`src/hw/rtl/mbra_pkg.sv`:
```
`timescale 1ns / 1ps
`default_nettype none

package mbra_pkg;

  // Bitmap geometry
  localparam int unsigned MAX_WIDTH     = 256;
  localparam int unsigned MAX_HEIGHT    = 256;
  localparam int unsigned ROW_BYTES_MAX = (MAX_WIDTH + 7) / 8;
  localparam int unsigned STORE_DEPTH   = ROW_BYTES_MAX * MAX_HEIGHT;
  localparam int unsigned ADDR_W        = $clog2(STORE_DEPTH);
  localparam int unsigned STRIDE_W      = $clog2(ROW_BYTES_MAX + 1);

  // Field widths
  localparam int unsigned DIM_W     = 9;
  localparam int unsigned CFG_IDX_W = 2;
  localparam int unsigned BYTE_W    = 8;

  // Configuration register indexes
  localparam logic [CFG_IDX_W-1:0] CFG_IMAGE_WIDTH  = 2'd0;
  localparam logic [CFG_IDX_W-1:0] CFG_IMAGE_HEIGHT = 2'd1;

  // Operation codes; codes 6 and 7 are ignored
  typedef enum logic [2:0] {
    OP_GET_PIXEL  = 3'd0,
    OP_SET_PIXEL  = 3'd1,
    OP_GET_BYTE   = 3'd2,
    OP_SET_BYTE   = 3'd3,
    OP_GET_RASTER = 3'd4,
    OP_SET_RUN    = 3'd5
  } mbra_op_e;

  typedef struct packed {
    logic [2:0] operation;
    logic [7:0] x;
    logic [4:0] byte_column;
    logic [7:0] y;
    logic [7:0] value;
    logic [3:0] run_width;
  } mbra_req_t;

  typedef struct packed {
    logic [7:0] read_data;
    logic       in_range;
  } mbra_rsp_t;

  // Controller to datapath commands
  typedef struct packed {
    logic clr_step;
    logic load;
    logic rd_lo;
    logic rd_hi;
    logic cap_lo;
    logic cap_hi;
    logic wr_lo;
    logic wr_hi;
    logic finish;
  } mbra_cmd_t;

  // Bit order swap between stored (LSB first) and raster (MSB first) bytes
  function automatic logic [7:0] reverse8(input logic [7:0] v);
    logic [7:0] r;
    for (int i = 0; i < 8; i++) begin
      r[7-i] = v[i];
    end
    return r;
  endfunction

endpackage

`default_nettype wire

```
`src/hw/rtl/mbra_ctrl.sv`:
```
`timescale 1ns / 1ps
`default_nettype none

module mbra_ctrl
  import mbra_pkg::*;
(
  input  wire logic      clk_i,
  input  wire logic      rst_ni,
  input  wire logic      start_i,
  input  wire logic      clr_last_i,
  output      logic      busy_o,
  output      mbra_cmd_t cmd_o
);

  typedef enum logic [6:0] {
    ST_CLEAR = 7'b0000001,
    ST_IDLE  = 7'b0000010,
    ST_RD_LO = 7'b0000100,
    ST_RD_HI = 7'b0001000,
    ST_CAPT  = 7'b0010000,
    ST_WR_LO = 7'b0100000,
    ST_WR_HI = 7'b1000000
  } state_e;

  state_e state_q, state_d;

  // Sequencing and command decode
  always_comb begin
    state_d = state_q;
    cmd_o   = '0;
    unique case (state_q)
      ST_CLEAR: begin
        cmd_o.clr_step = 1'b1;
        if (clr_last_i) begin
          state_d = ST_IDLE;
        end
      end
      ST_IDLE: begin
        if (start_i) begin
          cmd_o.load = 1'b1;
          state_d    = ST_RD_LO;
        end
      end
      ST_RD_LO: begin
        cmd_o.rd_lo = 1'b1;
        state_d     = ST_RD_HI;
      end
      ST_RD_HI: begin
        cmd_o.rd_hi  = 1'b1;
        cmd_o.cap_lo = 1'b1;
        state_d      = ST_CAPT;
      end
      ST_CAPT: begin
        cmd_o.cap_hi = 1'b1;
        state_d      = ST_WR_LO;
      end
      ST_WR_LO: begin
        cmd_o.wr_lo = 1'b1;
        state_d     = ST_WR_HI;
      end
      ST_WR_HI: begin
        cmd_o.wr_hi  = 1'b1;
        cmd_o.finish = 1'b1;
        state_d      = ST_IDLE;
      end
      default: begin
        state_d = ST_IDLE;
      end
    endcase
  end

  assign busy_o = (state_q != ST_IDLE);

  always_ff @(posedge clk_i or negedge rst_ni) begin
    if (!rst_ni) begin
      state_q <= ST_CLEAR;
    end else begin
      state_q <= state_d;
    end
  end

  // Clear pass runs only right after reset
  assert property (@(posedge clk_i) disable iff (!rst_ni)
    (state_q != ST_CLEAR) |=> (state_q != ST_CLEAR))
    else $error("clear pass re-entered");

  // An accepted transaction always walks from the low read through the high read to capture
  assert property (@(posedge clk_i) disable iff (!rst_ni)
    (state_q == ST_RD_LO) |=> (state_q == ST_RD_HI) ##1 (state_q == ST_CAPT))
    else $error("access sequence broken");

  assert property (@(posedge clk_i) disable iff (!rst_ni)
    cmd_o.load |-> !busy_o)
    else $error("load while busy");

endmodule

`default_nettype wire

```
`config.mk`:
```
export PLATFORM = sky130hd
export DESIGN_NAME = mbra_ctrl
export DESIGN_NICKNAME = d
export VERILOG_FILES = /design/src/hw/rtl/mbra_pkg.sv /design/src/hw/rtl/mbra_ctrl.sv
export SDC_FILE = /design/constraint.sdc
export NUM_CORES = 1
export LEC_CHECK = 0
export BUFFER_PORTS_ARGS = -buffer_cell sky130_fd_sc_hd__clkbuf_2
export CORE_AREA = 2 2 39 41
export DETAILED_ROUTE_END_ITERATION = 8
export DIE_AREA = 0 0 41 43
export PLACE_DENSITY_LB_ADDON = 0.3
export RECOVER_POWER = 50
export SLEW_MARGIN = 10
export SYNTH_ARGS = -nofsm -noshare
export SYNTH_HDL_FRONTEND = slang
export SYNTH_SLANG_ARGS = --single-unit
```
`constraint.sdc`:
```
create_clock -name clk_i -period 2.15 [get_ports clk_i]
set_input_delay 0.1075 -clock clk_i [delete_from_list [all_inputs] [get_ports clk_i]]
set_output_delay 0.1075 -clock clk_i [all_outputs]
set_load 0.01 [all_outputs]
```
* Yosys cells after proc, flatten, opt, wreduce, memory -nomap -nowiden
Cells that the tools add are included.
** Cells by class
- Reduce and logical (&&, ||, !) cells :: 1
- Equal/unequal tests :: 10
- Mux-type cells :: 11
** Operator list (number)
- 7-bit case mux with 6 select lines :: 1
- 7-bit two-way mux :: 2
- 7-bit by 1-bit equality test with 1-bit output, second input constant :: 1
- 7-bit by 2-bit equality test with 1-bit output, second input constant :: 1
- 7-bit by 3-bit equality test with 1-bit output, second input constant :: 1
- 7-bit by 4-bit equality test with 1-bit output, second input constant :: 1
- 7-bit by 5-bit equality test with 1-bit output, second input constant :: 1
- 7-bit by 6-bit equality test with 1-bit output, second input constant :: 1
- 7-bit equality test, second input constant :: 1
- 7-bit by 2-bit != test with 1-bit output, second input constant :: 1
- 1-bit two-way mux :: 6
- 2-bit two-way mux :: 2
- 2-bit != test, second input constant :: 2
- 2-bit AND reduction :: 1
** Storage, ports and cells
- Input bits :: 4
- Output and inout bits :: 10
- Register bits after elaboration :: 7
- Word-level logic and storage cells :: 23

* Logic depth before layout (Yosys ltp)
Gate-level depths: netlist of the first run.
- Depth in word-level cells :: 3
- Gate-level depth with buffers :: 4
- Depth with buffers taken out :: 4

* Worst setup path before layout of the first run
No wires, ideal clock.
- Path type :: reg-to-output
- From :: register state_q[6]
- To :: output cmd_o[3] in the netlist's numbering
- Arrival time :: 1579 ps
- Required time :: 2043 ps
- Setup slack :: 464 ps
- Stages on the path, launching flop included :: 5
- Path buffers :: 1
- Cells stage by stage :: dfrtp_1 or3_1 buf_2 or3_4 nor3b_1
** RTL lines
- from (decl) :: RTL line mbra_ctrl.sv:25 : state_e state_q, state_d;
- from (signal assigned) :: RTL line mbra_ctrl.sv:78 : state_q <= state_d;
- to (decl) :: RTL line mbra_ctrl.sv:12 : output mbra_cmd_t cmd_o

==> summary.md, run 1 <==
| Metric | Value |
|---|---|
| Status | complete, no violations |
| Gp weighted congestion | 0.7613 |
| Root buf cell | clkbuf_4 |
| Row count | 14 |
| Synth Register Bits | 7 |
| Regs by FF count | state_q: 7 flops |
| Final #Nets | 59 |
| Max-slew violation count | 0 |
| CP max FO | 6 |
| Critical Path Max Stage Delay | 480 ps |
| Final ANT Viol Nets | 0 |
| Static Leakage | 0.2117 nW |
| Vias in the first global route | 246 |
| Warnings from Yosys | 0 |
| Main synth FF type | dfrtp_1 |
| Hold crit path type | in2reg |
| Asr flop ratio synth | 100.0% |
| Inserted Diodes | 0 |
| Nature of the critical path endpoint | primary output |
| First-pass GRT wire length | 1069 microns |
| Initial Utilization | 27.40% |
| Syn avg cell area | 9.721 sq um |
| Bufs and invs on worst path | 1 |
| Sequential cell area | 176.4 sq um |
| Fraction of layout cells with a size suffix above 1 | 31.48% |
| Total GRT Usage | 9.524% |
| Core box area | 1384 sq um |
| Cell taking the most area after synthesis | dfrtp_1 |
| Maximum root-to-sink buffer count | 2 |
| Power per Cell Area | 971.9 nW/um^2 |
| Minimum clock period | 2014 ps |
| Most flop-heavy register | state_q |
| DRC | 0 |
| Period utilisation layout | 93.65% |
| Synth top area share | 39.60% |
| Die H | 43 microns |
| MaxCap Viol Count | 0 |
| IO buf count | 13 |
| Startpoint types | flip-flop |
| Chip width | 41 microns |
| Layout area overhead | 27.06% |
| Critical path's slowest cell | or3_1 |
| Final hold vios | 0 |
| Seq/Total Area, Yosys | 46.53% |
| TritonCTS buffer count | 3 |
| Setup TNS | 0 ps |
| Most frequent cells after synthesis | nor2_1 (8), dfrtp_1 (6), nor3b_1 (6) |
| Crit-path leading delay family | simple AND/OR/NAND/NOR gates |
| Drt pass-1 iters | 3 |
| CTS H-tree lvls | 1 |
| Initial antenna violation count | 0 |
| Number of clock sinks | 7 |
| Worst VDD drop | 414.6 uV |
| Pin count of the biggest net entering global routing | 8 |
| Critical path data arrival time | 1910 ps |
| CP Class | reg2out |
| DR WL/cell | 9.586 microns |
| Post-synthesis cell count | 39 |
| Unrepaired setup endpoints after global routing | false |
| Clock transition at path regs | 60 ps |
| Via count | 313 |
| Worst Max-Slew Pin Slew | 476.0 ps |
| DR iter-0 viols | 9 |
| Layout filler cell count | 147 |
| Post-CTS setup buffer count | 0 |
| Placed Area | 436.7 sq um |
| Worst-Skew Late Latency | 250 ps |
| Max_slew headroom | 67.98% |
| Count of final setup violators | 0 |
| CTS tree | built |
| Die area | 1763 sq um |
| Max Clock Freq | 496.6 MHz |
| Fin area | 481.7 sq um |
| DP Wirelength | 494.7 microns |
| Grt ovf | 0 |
| Worst EP required | 2040 ps |
| Number of flip-flops in the largest register | 7 |
| Largest cells by area after synthesis | dfrtp_1 (40%), nor3b_1 (12%), nor2_1 (7.9%) |
| Vias per cell | 4.471 |
| # IOs | 14 |
| Multi-input logic area | 171.4 sq um |
| Post-synth EDFFs | 0 |
| Syn Nets | 43 |
| Synth cell types | 17 |
| CP cell instances | or3_1, or3_4, nor3b_1, clkbuf_2 |
| Most common cell in the netlist | nor2_1 |
| Clock Skew | 8.625 ps |
| Final wirelength | 671 microns |
| Post-synthesis cell area | 379.1 sq um |
[worst register-to-register path: stages, from the launching register on]
cell	delay (ps)
dfrtp_1	420
or3_1	480
or3_4	380
nor3b_1	200
[cell families (layout without fill, tap and decap cells)]
logic type	count (synthesis)	count (layout)	synth area share, %
buffers and inverters	5	20	8.248
and+or+nand+nor	24	24	39.27
AOI/OAI and AO/OA	2	2	3.632
DFF	7	7	46.53
xor gates and xnor gates	1	1	2.311
[routing by layer]
metal | up-vias | routed length [microns] | share of wire [%] | global-route usage (%)
li1 | 165 | - | - | -
met1 | 137 | 344 | 51 | 13.58
met4 | 0 | 5 | 0.75 | 4.000
met3 | 2 | 53 | 7.9 | 6.283
met5 | - | 0 | 0 | 0
met2 | 9 | 267 | 40 | 10.94
[timing repair]
action,CTS,global route
gates resized for setup,0,0
endpoints found under the setup margin,0,0
hold buffers,2,0
endpoints found under the hold margin,8,0
[cell usage in the layout (no fill, tap or decap)]
master	count
dlygate4sd3_1	2
dfstp_2	1
nand3b_1	2
nor2_1	8
nand3_1	1
nand2b_1	1
xnor2_1	1
dfrtp_1	6
or3_4	1
nor4b_1	2
clkbuf_1	2
nor3b_1	6
clkbuf_2	12
nor4_1	1
clkbuf_4	3
or3_1	2
inv_1	1
a211oi_1	1
a31oi_1	1
[power breakdown]
| part | total, mW | switching [mW] | internal [mW] | leakage (nW) |
|---|---|---|---|---|
| Combinational | 0.170 | 0.0988 | 0.0717 | 0.107 |
| Sequential | 0.177 | 0.0231 | 0.154 | 0.0894 |
| Clock | 0.121 | 0.0497 | 0.0709 | 0.0150 |
| Total | 0.468 | 0.172 | 0.297 | 0.212 |
[worst paths after layout]
path | cells past startpoint | start | slack (ps) | end
hold / removal | 3 | start_i | 70 | state_q[2]
max in group asynchronous | 2 | rst_ni | 1560 | state_q[0]
setup / recovery | 4 | state_q[6] | 140 | cmd_o[3]
hold reg to reg | 1 | state_q[6] | 490 | state_q[0]
min in group asynchronous | 2 | rst_ni | 280 | state_q[2]
setup reg to reg | 3 | state_q[6] | 580 | state_q[5]
[through the flow]
stage	util [%]	worst slack, ps	hold WS, ps	total power, mW	instances
after floorplan	-	463.6	-188.1	0.3073	39
after global placement	31.56	447.8	-39.20	0.3487	64
after detailed placement	31.56	418.9	-46.32	0.3466	64
after CTS	34.90	126.4	64.25	0.4740	70
after global routing	34.81	10.39	78.14	0.5009	70
final	34.81	136.5	66.48	0.4682	70
[final cells by class]
class	instances	area share [%]
flip-flops and latches	7	36.62
repair buffers	15	17.40
inverters	1	0.7792
well taps	16	4.156
clock buffers	4	5.455
multi-input cells	27	35.58
Power figures use the tool's default switching activity.
==> run 2: changes to the inputs <==
--- a/config.mk
+++ b/config.mk
@@ -6,9 +6,12 @@
 export NUM_CORES = 1
 export LEC_CHECK = 0
 export BUFFER_PORTS_ARGS = -buffer_cell sky130_fd_sc_hd__clkbuf_2
+export CELL_PAD_IN_SITES_DETAIL_PLACEMENT = 1
+export CELL_PAD_IN_SITES_GLOBAL_PLACEMENT = 1
 export CORE_AREA = 2 2 39 41
 export DETAILED_ROUTE_END_ITERATION = 8
 export DIE_AREA = 0 0 41 43
+export MAX_ROUTING_LAYER = met4
 export PLACE_DENSITY_LB_ADDON = 0.3
 export RECOVER_POWER = 50
 export SLEW_MARGIN = 10
==> run 2 against run 1 <==
  * Die area stayed put
  * Core utilization rose by 0.81 points
  * Clock skew fell by 8.1 ps
  * Hold slack better by 19 ps
  * Clock power is 7% lower
  * Register-to-register slack is essentially flat
  * Cell count did not move
  * Flip-flop and latch count stayed put
  * Routed wire length rose by 23%
  * Global-route usage increased by 2.0 points
==> summary.md, run 2 (same netlist as run 1, synthesis figures left out) <==
| Metric | Value |
|---|---|
| Status | complete, no violations |
| Highest routed layer | met3 |
| Pin count of the biggest net entering global routing | 8 (unchanged) |
| Final hold vios | 0 (unchanged) |
| Worst VDD drop | 472.7 uV (+14%) |
| CTS tree | built |
| # IOs | 14 (unchanged) |
| DR WL/cell | 11.81 microns (+23%) |
| Max Clock Freq | 516.4 MHz (+4.0%) |
| Startpoint types | flip-flop |
| Switching Fraction | 35.95% (-0.70 points) |
| Commonest non-fill, non-tap cell in the layout | clkbuf_2 |
| Initial Utilization | 27.40% (unchanged) |
| Max-slew violation count | 0 (unchanged) |
| Layout area overhead | 30.03% |
| Max_slew headroom | 76.56% (+8.6 points) |
| Logic pwr share | 38.4% (+2.0 points) |
| Via count | 322 (+2.9%) |
| Nature of the critical path endpoint | primary output |
| Worst Max-Slew Pin Slew | 348.7 ps (-127.2 ps) |
| MaxCap Viol Count | 0 (unchanged) |
| Tot Pwr | 479.7 uW (+2.5%) |
| Grt ovf | 0 (unchanged) |
| Cell internal pwr | 307.2 uW (+3.6%) |
| CP max FO | 6 (unchanged) |
| Hold crit path type | in2reg |
| Clock Skew | 0.5212 ps (-8.104 ps) |
| Clk pwr share | 23.6% (-2.2 points) |
| Static Leakage | 0.2146 nW (+1.4%) |
| Initial antenna violation count | 0 (unchanged) |
| Setup TNS | 0 ps (unchanged) |
| Maximum root-to-sink buffer count | 2 (unchanged) |
| Die area | 1763 sq um (unchanged) |
| Count of final setup violators | 0 (unchanged) |
| Critical path data arrival time | 1830 ps (-80 ps) |
| Final wirelength | 827 microns (+23%) |
| Met1 wire length | 385 microns (+12%) |
| Inserted Diodes | 0 (unchanged) |
| Sw Pwr | 172.5 uW (+0.50%) |
| TritonCTS buffer count | 3 (unchanged) |
| DP Wirelength | 638.8 microns (+29%) |
| Commonest non-fill, non-tap cells in the layout | clkbuf_2 (12), nor2_1 (8), nor3b_1 (6), dfrtp_1 (6), clkbuf_4 (3) |
| Most flop-heavy register | state_q |
| Chip width | 41 microns (unchanged) |
| Minimum clock period | 1936 ps (-77.12 ps) |
| Worst EP required | 2040 ps (about the same) |
| Core box area | 1384 sq um (unchanged) |
| Drt pass-1 iters | 2 (-1) |
| Vias per cell | 4.600 (+2.9%) |
| Total length of routed met2 wires | 398 microns (+49%) |
| Row count | 14 (unchanged) |
| Period utilisation layout | 90.06% (-3.6 points) |
| Die H | 43 microns (unchanged) |
| DRC | 0 (unchanged) |
| Final ANT Viol Nets | 0 (unchanged) |
| Fraction of layout cells with a size suffix above 1 | 35.19% (+3.7 points) |
| Number of flip-flops in the largest register | 7 (unchanged) |
| First-pass GRT wire length | 1338 microns (+25%) |
| CP Class | reg2out |
| Worst-Skew Late Latency | 240 ps (about the same) |
| DR iter-0 viols | 4 (-5) |
| Seq pwr share | 37.9% (about the same) |
| DR WL met3 | 42 microns (-21%) |
| Number of clock sinks | 7 (unchanged) |
| Total GRT Usage | 11.49% (+2.0 points) |
| Regs by FF count | state_q: 7 flops |
| Unrepaired setup endpoints after global routing | false |
| Root buf cell | clkbuf_4 |
| CTS H-tree lvls | 1 (unchanged) |
| Gp weighted congestion | 0.7816 (+2.7%) |
| Final #Nets | 59 (unchanged) |
| Power per Cell Area | 973.0 nW/um^2 (+0.11%) |
| Vias in the first global route | 325 (+32%) |
| Clock transition at path regs | 50 ps (about the same) |
| IO buf count | 13 (unchanged) |
-- run 2: cell types whose count changed in the layout (fill, tap and decap cells not counted) --
cell / change
nor4_1: -1
nor4_2: +1
or3_1: -1
or3_4: +1
-- run 2: layer usage --
metal  vias up  GRT usage, %
li1        164             -
met1       150         13.11
met2         8         17.50
met3         0         6.283
met4         0         2.000
met5         -             -
-- run 2: worst paths after layout --
kind                       depth (start not counted)  startpoint         end  slack (ps)
min in group asynchronous                          2      rst_ni  state_q[6]         280
max in group asynchronous                          2      rst_ni  state_q[0]        1570
max                                                4  state_q[6]    cmd_o[3]         210
min reg2reg                                        1  state_q[6]  state_q[0]         520
min                                                3     start_i  state_q[2]          90
max reg2reg                                        3  state_q[6]  state_q[5]         580
-- run 2: worst max-delay path, stage by stage, from the launching register on --
cell,delay [ps]
dfrtp_1,430
or3_4,440
or3_4,360
nor3b_1,200
clkbuf_2,160
-- run 2: power by group through the flow --
stage	clock [mW]	combinational (mW)	sequential (mW)
after floorplan	0	0.134	0.173
after global placement	0	0.169	0.181
after detailed placement	0	0.171	0.181
after CTS	0.120	0.175	0.178
after global routing	0.135	0.207	0.185
final	0.113	0.184	0.182
-- run 2: per-stage QoR --
step / util, % / worst slack [ps] / hold slack (ps) / instances / instance area (sq um)
floorplan: - / 463.6 / -188.1 / 39 / 379.1
global placement: 31.56 / 462.3 / -51.86 / 64 / 436.7
detailed placement: 31.56 / 418.0 / -47.87 / 64 / 436.7
CTS: 34.18 / 141.5 / 3.025 / 69 / 473.0
global route: 35.62 / 60.25 / 79.87 / 70 / 493.0
finish: 35.62 / 213.6 / 85.76 / 70 / 493.0
-- run 2: layout make-up --
class	instances	area, sq um
clock buffer	4	26.28
tap	16	20.02
fill	165	890.9
multi-input combinational	27	182.7
timing repair buffer	15	83.83
sequential	7	176.4
inverter	1	3.754
-- run 2: timing repair --
action | CTS | global route
hold buffers | 1 | 1
resized for setup | 0 | 2
setup buffers | 0 | 0
endpoints found under the setup margin | 0 | 3
endpoints found under the hold margin | 7 | 1
